**src/design/usp_pkg.sv**
```systemverilog
`default_nettype none

package usp_pkg;

  // Parse phases
  typedef enum logic [3:0] {
    PH_SCHEME     = 4'd0,
    PH_COLON      = 4'd1,
    PH_SLASH1     = 4'd2,
    PH_SLASH2     = 4'd3,
    PH_HOST_FIRST = 4'd4,
    PH_HOST       = 4'd5,
    PH_PORT_FIRST = 4'd6,
    PH_PORT       = 4'd7,
    PH_DOC        = 4'd8,
    PH_FAIL       = 4'd9
  } phase_t;

  // Field tags
  localparam logic [2:0] TAG_SCHEME = 3'd0;
  localparam logic [2:0] TAG_DELIM  = 3'd1;
  localparam logic [2:0] TAG_HOST   = 3'd2;
  localparam logic [2:0] TAG_PORT   = 3'd3;
  localparam logic [2:0] TAG_DOC    = 3'd4;
  localparam logic [2:0] TAG_BAD    = 3'd5;

  // Failure reasons
  localparam logic [2:0] ERR_NONE   = 3'd0;
  localparam logic [2:0] ERR_SCHEME = 3'd1;
  localparam logic [2:0] ERR_HOST   = 3'd2;
  localparam logic [2:0] ERR_PORT   = 3'd3;
  localparam logic [2:0] ERR_RANGE  = 3'd4;

  // Protocol codes
  localparam logic [1:0] PROTO_HTTP  = 2'd0;
  localparam logic [1:0] PROTO_HTTPS = 2'd1;
  localparam logic [1:0] PROTO_FTP   = 2'd2;

  // Scheme progress: none, h, ht, htt, http, https, f, ft
  localparam logic [2:0] SCH_NONE  = 3'd0;
  localparam logic [2:0] SCH_H     = 3'd1;
  localparam logic [2:0] SCH_HT    = 3'd2;
  localparam logic [2:0] SCH_HTT   = 3'd3;
  localparam logic [2:0] SCH_HTTP  = 3'd4;
  localparam logic [2:0] SCH_HTTPS = 3'd5;
  localparam logic [2:0] SCH_F     = 3'd6;
  localparam logic [2:0] SCH_FT    = 3'd7;

  // Configuration register indexes
  localparam logic [2:0] REG_DEFAULT_HTTP  = 3'd0;
  localparam logic [2:0] REG_DEFAULT_HTTPS = 3'd1;
  localparam logic [2:0] REG_DEFAULT_FTP   = 3'd2;
  localparam logic [2:0] REG_MIN_PORT      = 3'd3;
  localparam logic [2:0] REG_MAX_PORT      = 3'd4;

  // Port value saturates one above the largest port
  localparam logic [16:0] PORT_SAT = 17'h10000;

  typedef struct packed {
    phase_t      phase;
    logic [2:0]  scheme_so_far;
    logic [16:0] port_value;
    logic        port_overflow;
    logic        port_given;
    logic [2:0]  error_code;
    logic [1:0]  protocol;
  } parse_state_t;

  localparam parse_state_t PARSE_RESET = '{
    phase:         PH_SCHEME,
    scheme_so_far: SCH_NONE,
    port_value:    17'd0,
    port_overflow: 1'b0,
    port_given:    1'b0,
    error_code:    ERR_NONE,
    protocol:      PROTO_HTTP
  };

  typedef struct packed {
    logic [15:0] http_def_port;
    logic [15:0] https_def_port;
    logic [15:0] ftp_def_port;
    logic [15:0] min_port;
    logic [15:0] max_port;
  } cfg_t;

  typedef struct packed {
    logic        url_valid;
    logic [1:0]  protocol_code;
    logic [15:0] port_number;
    logic [2:0]  fail_reason;
  } verdict_t;

endpackage

`default_nettype wire

```
**src/design/usp_cfg_regs.sv**
```systemverilog
`default_nettype none

module usp_cfg_regs (
  input  wire logic         clk,
  input  wire logic         rst,
  input  wire logic         cfg_valid,
  input  wire logic [2:0]   cfg_index,
  input  wire logic [15:0]  cfg_data,
  output usp_pkg::cfg_t     cfg
);
  import usp_pkg::*;

  // Write one register per beat; drop indexes past the list
  always_ff @(posedge clk) begin
    if (rst) begin
      cfg.http_def_port  <= 16'd80;
      cfg.https_def_port <= 16'd443;
      cfg.ftp_def_port   <= 16'd21;
      cfg.min_port       <= 16'd1;
      cfg.max_port       <= 16'hFFFF;
    end else if (cfg_valid) begin
      unique case (cfg_index)
        REG_DEFAULT_HTTP:  cfg.http_def_port  <= cfg_data;
        REG_DEFAULT_HTTPS: cfg.https_def_port <= cfg_data;
        REG_DEFAULT_FTP:   cfg.ftp_def_port   <= cfg_data;
        REG_MIN_PORT:      cfg.min_port       <= cfg_data;
        REG_MAX_PORT:      cfg.max_port       <= cfg_data;
        default: ;
      endcase
    end
  end

endmodule

`default_nettype wire

```
**src/design/usp_step.sv**
```systemverilog
`default_nettype none

module usp_step (
  input  wire logic [7:0]          byte_in,
  input  wire usp_pkg::parse_state_t st,
  output usp_pkg::parse_state_t    st_next,
  output logic [2:0]               tag
);
  import usp_pkg::*;

  logic [7:0]  lc;
  logic        is_digit;
  logic        is_host;
  logic        is_space;
  logic [19:0] pv_wide;
  logic [19:0] pv_acc;
  logic        fail_en;
  logic [2:0]  fail_code;

  // Classify the byte
  always_comb begin
    lc       = byte_in | 8'h20;
    is_digit = (byte_in >= 8'h30) && (byte_in <= 8'h39);
    is_host  = is_digit || ((lc >= 8'h61) && (lc <= 8'h7A)) ||
               (byte_in == 8'h2E) || (byte_in == 8'h2D);
    is_space = (byte_in == 8'h20) || ((byte_in >= 8'h09) && (byte_in <= 8'h0D));
    pv_wide  = {3'b000, st.port_value};
    pv_acc   = (pv_wide << 3) + (pv_wide << 1) + {16'd0, byte_in[3:0]};
  end

  // Advance the pattern by one byte
  always_comb begin
    st_next   = st;
    tag       = TAG_BAD;
    fail_en   = 1'b0;
    fail_code = ERR_NONE;
    unique case (st.phase)
      PH_SCHEME: begin
        fail_en   = 1'b1;
        fail_code = ERR_SCHEME;
        unique case (st.scheme_so_far)
          SCH_NONE: begin
            if (lc == 8'h68) begin
              st_next.scheme_so_far = SCH_H;
              fail_en = 1'b0;
            end else if (lc == 8'h66) begin
              st_next.scheme_so_far = SCH_F;
              fail_en = 1'b0;
            end
          end
          SCH_H, SCH_HT: begin
            if (lc == 8'h74) begin
              st_next.scheme_so_far = st.scheme_so_far + 3'd1;
              fail_en = 1'b0;
            end
          end
          SCH_HTT: begin
            if (lc == 8'h70) begin
              st_next.scheme_so_far = SCH_HTTP;
              fail_en = 1'b0;
            end
          end
          SCH_HTTP: begin
            if (lc == 8'h73) begin
              st_next.scheme_so_far = SCH_HTTPS;
              st_next.protocol      = PROTO_HTTPS;
              st_next.phase         = PH_COLON;
              fail_en = 1'b0;
            end else if (byte_in == 8'h3A) begin
              st_next.protocol = PROTO_HTTP;
              st_next.phase    = PH_SLASH1;
              fail_en = 1'b0;
            end
          end
          SCH_F: begin
            if (lc == 8'h74) begin
              st_next.scheme_so_far = SCH_FT;
              fail_en = 1'b0;
            end
          end
          SCH_FT: begin
            if (lc == 8'h70) begin
              st_next.protocol = PROTO_FTP;
              st_next.phase    = PH_COLON;
              fail_en = 1'b0;
            end
          end
          default: ;
        endcase
        // Colon right after "http" is a delimiter, not a scheme letter
        if (!fail_en) begin
          tag = (st.scheme_so_far == SCH_HTTP && byte_in == 8'h3A) ? TAG_DELIM : TAG_SCHEME;
        end
      end
      PH_COLON: begin
        if (byte_in == 8'h3A) begin
          st_next.phase = PH_SLASH1;
          tag = TAG_DELIM;
        end else begin
          fail_en   = 1'b1;
          fail_code = ERR_SCHEME;
        end
      end
      PH_SLASH1, PH_SLASH2: begin
        if (byte_in == 8'h2F) begin
          st_next.phase = (st.phase == PH_SLASH1) ? PH_SLASH2 : PH_HOST_FIRST;
          tag = TAG_DELIM;
        end else begin
          fail_en   = 1'b1;
          fail_code = ERR_HOST;
        end
      end
      PH_HOST_FIRST: begin
        if (is_host) begin
          st_next.phase = PH_HOST;
          tag = TAG_HOST;
        end else begin
          fail_en   = 1'b1;
          fail_code = ERR_HOST;
        end
      end
      PH_HOST: begin
        if (is_host) begin
          tag = TAG_HOST;
        end else if (byte_in == 8'h3A) begin
          st_next.phase      = PH_PORT_FIRST;
          st_next.port_given = 1'b1;
          tag = TAG_DELIM;
        end else if (byte_in == 8'h2F) begin
          st_next.phase = PH_DOC;
          tag = TAG_DELIM;
        end else begin
          fail_en   = 1'b1;
          fail_code = ERR_HOST;
        end
      end
      PH_PORT_FIRST, PH_PORT: begin
        if (is_digit) begin
          // Saturate one above the largest port and mark overflow
          if (pv_acc > 20'hFFFF) begin
            st_next.port_overflow = 1'b1;
            st_next.port_value    = PORT_SAT;
          end else begin
            st_next.port_value = pv_acc[16:0];
          end
          st_next.phase = PH_PORT;
          tag = TAG_PORT;
        end else if (st.phase == PH_PORT && byte_in == 8'h2F) begin
          st_next.phase = PH_DOC;
          tag = TAG_DELIM;
        end else begin
          fail_en   = 1'b1;
          fail_code = ERR_PORT;
        end
      end
      PH_DOC: begin
        if (!is_space) begin
          tag = TAG_DOC;
        end else begin
          fail_en   = 1'b1;
          fail_code = ERR_HOST;
        end
      end
      default: ;
    endcase

    // Keep the first error; all later bytes stay invalid
    if (fail_en) begin
      st_next.phase = PH_FAIL;
      tag = TAG_BAD;
      if (st.error_code == ERR_NONE) begin
        st_next.error_code = fail_code;
      end
    end
  end

endmodule

`default_nettype wire

```
**src/design/usp_verdict.sv**
```systemverilog
`default_nettype none

module usp_verdict (
  input  wire usp_pkg::parse_state_t st,
  input  wire usp_pkg::cfg_t         cfg,
  output usp_pkg::verdict_t          verdict
);
  import usp_pkg::*;

  logic [2:0]  err;
  logic [15:0] port;

  always_comb begin
    err  = st.error_code;
    port = 16'd0;

    // Blame the part that is still incomplete
    if (err == ERR_NONE) begin
      unique case (st.phase)
        PH_SCHEME, PH_COLON:                 err = ERR_SCHEME;
        PH_PORT_FIRST:                       err = ERR_PORT;
        PH_SLASH1, PH_SLASH2, PH_HOST_FIRST: err = ERR_HOST;
        default: ;
      endcase
    end

    // Pick the explicit or default port and range check it
    if (err == ERR_NONE) begin
      if (st.port_given) begin
        port = st.port_value[16] ? 16'hFFFF : st.port_value[15:0];
      end else if (st.protocol == PROTO_HTTPS) begin
        port = cfg.https_def_port;
      end else if (st.protocol == PROTO_FTP) begin
        port = cfg.ftp_def_port;
      end else begin
        port = cfg.http_def_port;
      end
      if (st.port_overflow || (port < cfg.min_port) || (port > cfg.max_port)) begin
        err = ERR_RANGE;
      end
    end

    verdict.url_valid     = (err == ERR_NONE);
    verdict.protocol_code = st.protocol;
    verdict.port_number   = port;
    verdict.fail_reason   = err;
  end

endmodule

`default_nettype wire

```
**src/design/url_stream_parser_top.sv**
```systemverilog
// URL stream parser.
// Input channel: one URL byte per beat on byte_in, with last_byte high on the
// final byte. Handshake: in_valid from the sender, in_stall from this block.
// Output channel: one result per input byte (byte_out, field_tag, url_end and,
// on the url_end beat, url_valid, protocol_code, port_number, fail_reason),
// handshake out_valid from this block, out_stall from the receiver.
// Configuration: cfg_valid/cfg_ready with cfg_index and cfg_data write the
// default ports and the port range; cfg_ready is always high. Write only while
// no byte is in flight.
// A result appears in the output register in the cycle after its byte is accepted.
// Throughput: one byte per cycle while the receiver does not stall, set by the single output register.
// The parse state register steps once per accepted byte and returns to the
// start of the pattern after a last_byte beat.
// When the receiver stalls with a result held, in_stall rises and the held
// result stays unchanged until taken.
// Reset clears the parse state, empties the output register and loads the
// register reset values.
`default_nettype none

module url_stream_parser_top (
  input  wire logic        clk,
  input  wire logic        rst,
  input  wire logic        in_valid,
  output logic             in_stall,
  input  wire logic [7:0]  byte_in,
  input  wire logic        last_byte,
  output logic             out_valid,
  input  wire logic        out_stall,
  output logic [7:0]       byte_out,
  output logic [2:0]       field_tag,
  output logic             url_end,
  output logic             url_valid,
  output logic [1:0]       protocol_code,
  output logic [15:0]      port_number,
  output logic [2:0]       fail_reason,
  input  wire logic        cfg_valid,
  output logic             cfg_ready,
  input  wire logic [2:0]  cfg_index,
  input  wire logic [15:0] cfg_data
);
  import usp_pkg::*;

  cfg_t         cfg;
  parse_state_t st;
  parse_state_t st_next;
  verdict_t     verdict;
  logic [2:0]   tag;
  logic         in_fire;

  assign cfg_ready = 1'b1;
  assign in_stall  = out_valid && out_stall;
  assign in_fire   = in_valid && !in_stall;

  usp_cfg_regs u_cfg (
    .clk       (clk),
    .rst       (rst),
    .cfg_valid (cfg_valid),
    .cfg_index (cfg_index),
    .cfg_data  (cfg_data),
    .cfg       (cfg)
  );

  usp_step u_step (
    .byte_in (byte_in),
    .st      (st),
    .st_next (st_next),
    .tag     (tag)
  );

  usp_verdict u_verdict (
    .st      (st_next),
    .cfg     (cfg),
    .verdict (verdict)
  );

  // Advance the parse state; restart after the last byte
  always_ff @(posedge clk) begin
    if (rst) begin
      st <= PARSE_RESET;
    end else if (in_fire) begin
      st <= last_byte ? PARSE_RESET : st_next;
    end
  end

  // Track output occupancy
  always_ff @(posedge clk) begin
    if (rst) begin
      out_valid <= 1'b0;
    end else if (in_fire) begin
      out_valid <= 1'b1;
    end else if (!out_stall) begin
      out_valid <= 1'b0;
    end
  end

  // Load the result beat
  always_ff @(posedge clk) begin
    if (in_fire) begin
      byte_out  <= byte_in;
      field_tag <= tag;
      url_end   <= last_byte;
      if (last_byte) begin
        url_valid     <= verdict.url_valid;
        protocol_code <= verdict.protocol_code;
        port_number   <= verdict.port_number;
        fail_reason   <= verdict.fail_reason;
      end else begin
        url_valid     <= 1'b0;
        protocol_code <= PROTO_HTTP;
        port_number   <= 16'd0;
        fail_reason   <= ERR_NONE;
      end
    end
  end

endmodule

`default_nettype wire

```
**config.mk**
```make
export PLATFORM = sky130hd
export DESIGN_NAME = url_stream_parser_top
export DESIGN_NICKNAME = d
export VERILOG_FILES = /design/src/design/usp_pkg.sv /design/src/design/usp_cfg_regs.sv /design/src/design/usp_step.sv /design/src/design/usp_verdict.sv /design/src/design/url_stream_parser_top.sv
export SDC_FILE = /design/constraint.sdc
export NUM_CORES = 1
export LEC_CHECK = 0
export BUFFER_PORTS_ARGS = -buffer_cell sky130_fd_sc_hd__buf_4
export CORE_MARGIN = 3
export CORE_UTILIZATION = 35
export CTS_BUF_LIST = sky130_fd_sc_hd__clkbuf_4 sky130_fd_sc_hd__clkbuf_8 sky130_fd_sc_hd__clkbuf_16
export CTS_CLUSTER_DIAMETER = 200
export DETAILED_ROUTE_END_ITERATION = 12
export MAX_ROUTING_LAYER = met4
export PLACE_DENSITY = 0.57
export SLEW_MARGIN = 15
export SYNTH_ARGS = -nofsm -noshare
export SYNTH_HDL_FRONTEND = slang
export SYNTH_SLANG_ARGS = --single-unit
export TNS_END_PERCENT = 30
```
**constraint.sdc**
```tcl
create_clock -name clk -period 16.6 [get_ports clk]
set_clock_uncertainty 0.05 [all_clocks]
set_input_delay 1.66 -clock clk [delete_from_list [all_inputs] [get_ports clk]]
set_output_delay 1.66 -clock clk [all_outputs]
set_load 0.005 [all_outputs]
```
Yosys cells after proc, flatten, opt, wreduce, memory -nomap -nowiden
Index checks and enable logic that the tools add are counted.

Register bits: 146. Bits in latches: 0. Bits in writable memories: 0. ROM bits: 0. Input bits: 33. Output and inout port bits: 37. Word-level logic and storage cells: 195. Memories kept: 0.

Add/sub/neg operators: 3. Multipliers: 0. Divide/modulo/power cells: 0. Magnitude comparators: 9. Equal/unequal tests: 41. Shifts and indexed selects: 0. Multiplexer cells: 84. Bitwise gates (word level): 0. Reductions and logical operators: 38.

Operators by type and width (count): 2-to-1 mux 16 bit (5); 2-to-1 mux 3 bit (23); 2-to-1 mux 4 bit (11); one-hot mux 3 bit (7 select lines) (2); equality test 8 x 6 -> 1 bit (second input constant) (5); 2-to-1 mux 18 bit (2); equality test 7 x 6 -> 1 bit (second input constant) (5); 2-to-1 mux 31 bit (1); equality test 4 x 3 -> 1 bit (second input constant) (6); one-hot mux 4 bit (6 select lines) (1); 2-to-1 mux 1 bit (23); adder 20 x 18 -> 20 bit (1); adder 20 x 4 -> 20 bit (1); > comparator 20 x 16 -> 1 bit (second input constant) (1); logical NOT 3 bit (6); 2-to-1 mux 2 bit (9); 2-to-1 mux 17 bit (1); equality test 4 x 2 -> 1 bit (second input constant) (4); > comparator 16 bit (1); < comparator 16 bit (1); one-hot mux 3 bit (5 select lines) (1); equality test 3 x 2 -> 1 bit (second input constant) (4); equality test 3 bit (second input constant) (4); != test 3 x 2 -> 1 bit (second input constant) (4); 29 further kinds (53).

Longest topological paths before layout
Depth after elaboration: 20. Depth in mapped cells: 23. Mapped depth without buffers: 22.

Hierarchy
A second synthesis with hierarchy kept.

Cell total of the unflattened synthesis: 1097. Area, all modules: 10068.4 sq um.

Modules (own cells, without submodules): usp_cfg_regs (times used 1, cells each 301, area an instance 3198.1 sq um, sequential area each 1601.5 sq um); url_stream_parser_top (times used 1, cells each 201, area an instance 2695.1 sq um, sequential area each 1661.6 sq um); usp_step (times used 1, cells each 360, area an instance 2507.4 sq um, sequential area each 0.0 sq um); usp_verdict (times used 1, cells each 235, area an instance 1667.8 sq um, sequential area each 0.0 sq um).

Least setup slack after synthesis
OpenSTA, ideal clock, no wires.

Kind: input to register. Start point: in byte_in[3]. End point: reg url_valid, data pin. Library setup time: 283 ps. Data arrival time: 6487 ps. Data required time: 16267 ps. Slack: 9781 ps. Cell stages on the path: 21. Path buffers: 1. Cell sequence: fa_1 > fa_1 > a211oi_1 > o311a_1 > o31ai_2 > or3_1 > a211o_1 > nor3_2 > o21ai_1 > clkbuf_1 > o221ai_1 > inv_1 > ha_1 > a21o_1 > a21o_1 > a21oi_1 > a211o_1 > a21oi_1 > a2111oi_0 > and2_4 > a2111oi_4.

Longest elaborated chain between the ends: 16. Elaborated cells on any way between the ends: 104. Those cells by class: 1 x add/sub; 9 x order compare; 17 x eq/ne; 61 x mux; 16 x reduce/logical.

Ends and longest elaborated chain: start: declaration (RTL line url_stream_parser_top.sv:25) `input wire logic [7:0] byte_in,`; branches (longest 14 deep; another with adder 20 x 4 -> 20 bit); 2-to-1 mux 3 bit * (RTL line usp_verdict.sv:28) `if (err == ERR_NONE) begin`; logical NOT 3 bit * (RTL line usp_verdict.sv:43) `verdict.url_valid = (err == ERR_NONE);`; end signal: assignment (RTL line url_stream_parser_top.sv:103) `url_valid <= verdict.url_valid;`; end: declaration (RTL line url_stream_parser_top.sv:32) `output logic url_valid,`.

Mark *: on every way between the ends. The select of a mux whose other input is x is not followed. A chain may end at the register's enable or synchronous reset.

Worst setup path in the final report
Same ends and word-level chain as after synthesis.

==> impl_metrics.env <==
export IMPL_place_gp_congestion=0.910
export IMPL_cts_tree="yes"
export IMPL_drv_cap=0
export IMPL_reg2reg_to="url_valid$_SDFFCE_PN0P_"
export IMPL_drc=0
export IMPL_setup_worst_path_start="byte_in[3]"
export IMPL_r2r_slack_ns=10.01
export IMPL_postCtsSetupBuffers=0
export IMPL_final_util=0.412
export IMPL_fin_crit_sh=0.458
export IMPL_slew_headroom=0.413
export IMPL_ys_ff_latch=146
export IMPL_diodes=0
export IMPL_grt_pass1_vias=7608
export IMPL_die_h_um=164
export IMPL_netlist_area_sq_um=8700
export IMPL_synth_area_leaders="dfxtp_1 26%, edfxtp_1 12%, ha_1 9.9%, nand2_1 8.4%, a21oi_1 5.5%"
export IMPL_status="complete, no violations"
export IMPL_die_x_um=164
export IMPL_p_leak_nw=4.31
export IMPL_cts_sinks=146
export IMPL_grt_antenna_before_repair=0
export IMPL_clk_pin_slew_worst_paths_ns=0.07
export IMPL_grt_max_degree=88
export IMPL_vias=7770
export IMPL_min_delay_start="u_cfg.cfg[76]$_SDFFE_PP0P_"
export IMPL_min_to="u_cfg.cfg[76]$_SDFFE_PP0P_"
export IMPL_finalNetCount=1191
export IMPL_drive_above_1_share=0.117
export IMPL_die_area_sq_um=26800
export IMPL_seq_area_frac_synth=0.375
export IMPL_max_vdd_ir_drop_uv=54.4
export IMPL_core_area_sq_um=24400
export IMPL_endpoint_kind="register"
export IMPL_grt_overflow=0
export IMPL_start_util=0.357
export IMPL_dpl_cell_area_sq_um=9460
export IMPL_wl_per_cell_um=18.5
export IMPL_cts_resized=0
export IMPL_fmaxAchievable_ghz=0.132
export IMPL_yosysTopAreaCell="dfxtp_1"
export IMPL_ioPinCount=70
export IMPL_regToRegStartpoint="st[9]$_SDFFE_PP0P_"
export IMPL_dr_pass1_iters=5
export IMPL_worstHoldPathType="reg -> reg"
export IMPL_root_buffer="clkbuf_16"
export IMPL_fin_area_sq_um=10000
export IMPL_path_class="in -> reg"
export IMPL_h_tree_depth=4
export IMPL_cts_buffer_depth=2
export IMPL_whs_ns=0.404
export IMPL_syn_to_final_growth_pct=15.5
export IMPL_powerDensity_nw_per_um2=84.0
export IMPL_drv_slew=0
export IMPL_synth_cells=1045
export IMPL_viasPerCell=5.46
export IMPL_wl_mm=26.3
export IMPL_port_buffers=68
export IMPL_setup_viol=0
export IMPL_worst_slew_pin_slew_ns=0.859
export IMPL_rsz0062_at_grt="no"
export IMPL_min_period_ns=7.60
export IMPL_crit_fanout=14
export IMPL_ys_warnings_count=0
export IMPL_grt_pass1_wl_mm=42.2
export IMPL_syn_nets=1149
export IMPL_start_kind="input port"
export IMPL_grtUsageTotal=0.207
export IMPL_rr_worst_depth=20
export IMPL_postCtsHoldBufs=0
export IMPL_synth_cell_types=81
export IMPL_dp_hpwl_mm=19.1
export IMPL_rows=57
export IMPL_synth_ff_type="dfxtp_1"
export IMPL_clk_latency_ns=0.43
export IMPL_synthArstFlopShare=0
export IMPL_cts_buffers=17
export IMPL_finalPower_mw=0.843
export IMPL_crit_arrival_ns=7.70
export IMPL_avgSynthCellArea_sq_um=8.33
export IMPL_drtIter0Drc=576
export IMPL_finalSetupTns_ns=0
export IMPL_ant_nets=0
export IMPL_synth_top_area_share=0.258
export IMPL_required_ns=16.70
export IMPL_finalHoldViolations=0
export IMPL_synth_edf_count=34
export IMPL_whs_path_depth=2
==> power breakdown <==
part / total, mW / switching (mW) / internal [mW]
Sequential: 0.380 / 0.00596 / 0.374
Combinational: 0.0759 / 0.0456 / 0.0302
Clock: 0.387 / 0.166 / 0.221
==> flip-flops by register name (all words and copies together) (netlist names) <==
name           cells
port_number       16
fail_reason        3
url_end            1
u_cfg.cfg         80
url_valid          1
field_tag          3
st                31
protocol_code      2
byte_out           8
out_valid          1
==> metal layers <==
layer  vias to the layer above  GRT usage  share of wire
met5                         -          -              0
met4                         0     0.0677          0.025
met3                        36     0.0355          0.046
met2                       216      0.322           0.46
met1                      3664      0.274           0.47
li1                       3854          -              -
==> worst max-delay path: stages <==
cell and delay (ns):
buf_4 0.16, fa_1 0.54, fa_1 0.50, a211oi_1 0.38
o311a_1 0.27, o31ai_2 0.11, or3_1 0.33, a211o_1 0.34
nor3_2 0.42, o21ai_1 0.45, o221ai_1 0.33, inv_1 0.10
ha_1 0.30, a21o_1 0.16, a21o_1 0.16, a21oi_1 0.18
a211o_1 0.17, a21oi_1 0.04, a2111oi_0 0.77, and2_4 0.28
a2111oi_4 0.04
==> cell families after synthesis <==
logic type	count (synthesis)	share of synthesized area
AND/OR/NAND/NOR	410	0.231
buffers and inverters	110	0.0498
other	1	0.000431
AO/OA/AOI/OAI	290	0.223
adder cells (fa/ha/maj)	71	0.104
multiplexers	3	0.00360
XOR/XNOR	14	0.0141
flip-flops	146	0.375
==> layout make-up <==
| cell class | count | area (sq um) |
|---|---|---|
| clock inverters | 12 | 120 |
| clock buffers | 20 | 465 |
| multi-input cells | 789 | 5000 |
| inverters | 56 | 210 |
| flip-flops and latches | 146 | 3260 |
| fillers | 2487 | 14300 |
| well taps | 324 | 405 |
| repair buffers | 77 | 578 |
==> placed cells by master (no fill, tap or decap), drive strengths merged, types with 4 or more instances in the layout <==
master / count
buf: 77
and2: 10
nor2b: 8
o21bai: 5
clkbuf: 20
xor2: 5
and4: 6
a2111oi: 4
o31ai: 6
and3: 5
xnor2: 9
a211o: 5
o21a: 6
inv: 60
a221oi: 5
a21oi: 96
ha: 69
nand3: 14
nand2: 195
o211ai: 6
dfxtp: 112
clkinv: 5
nand4: 9
a211oi: 9
nor4: 4
nor3: 11
or3: 7
nor3b: 6
a31oi: 6
nand2b: 7
nand3b: 32
or2: 4
o21ai: 40
nor2: 77
o22ai: 14
edfxtp: 34
o221ai: 10
a22oi: 32
a21o: 21
==> through the flow <==
| step | instances | setup slack [ns] |
|---|---|---|
| 2_1_floorplan | 1045 | 9.78 |
| 3_3_place_gp | 1392 | 8.82 |
| 3_5_place_dp | 1392 | 8.69 |
| 4_1_cts | 1424 | 9.12 |
| 5_1_grt | 1424 | 8.50 |
| 6_report | 1424 | 9.00 |
==> synthesized netlist by cell type (4+ instances only) <==
cell,count
nand2_1,194
dfxtp_1,112
a21oi_1,96
nor2_1,77
ha_1,69
inv_1,55
clkbuf_1,41
o21ai_0,37
edfxtp_1,34
a22oi_1,32
nand3b_1,32
a21o_1,21
nand3_1,14
o22ai_1,14
buf_2,10
o221ai_1,10
a211oi_1,9
nand4_1,9
nor3_1,9
xnor2_1,9
and2_1,8
nor2b_1,8
nand2b_1,7
a31oi_1,6
and4_1,6
o21a_1,6
or3_1,6
a211o_1,5
a221oi_1,5
and3_1,5
nor3b_1,5
o211ai_1,5
o21bai_1,5
o31ai_1,5
xor2_1,5
or2_2,4
==> worst max-delay path by stage <==
stage                                    endpoint  slack (ns)  cells past startpoint
after floorplan           url_valid$_SDFFCE_PN0P_        9.78                     21
after global placement    url_valid$_SDFFCE_PN0P_        8.82                     21
after detailed placement  url_valid$_SDFFCE_PN0P_        8.69                     21
after CTS                 url_valid$_SDFFCE_PN0P_        9.12                     21
after global routing      url_valid$_SDFFCE_PN0P_        8.50                     21
final                     url_valid$_SDFFCE_PN0P_        9.00                     21
Note: power is estimated with default switching activity, not from simulation.
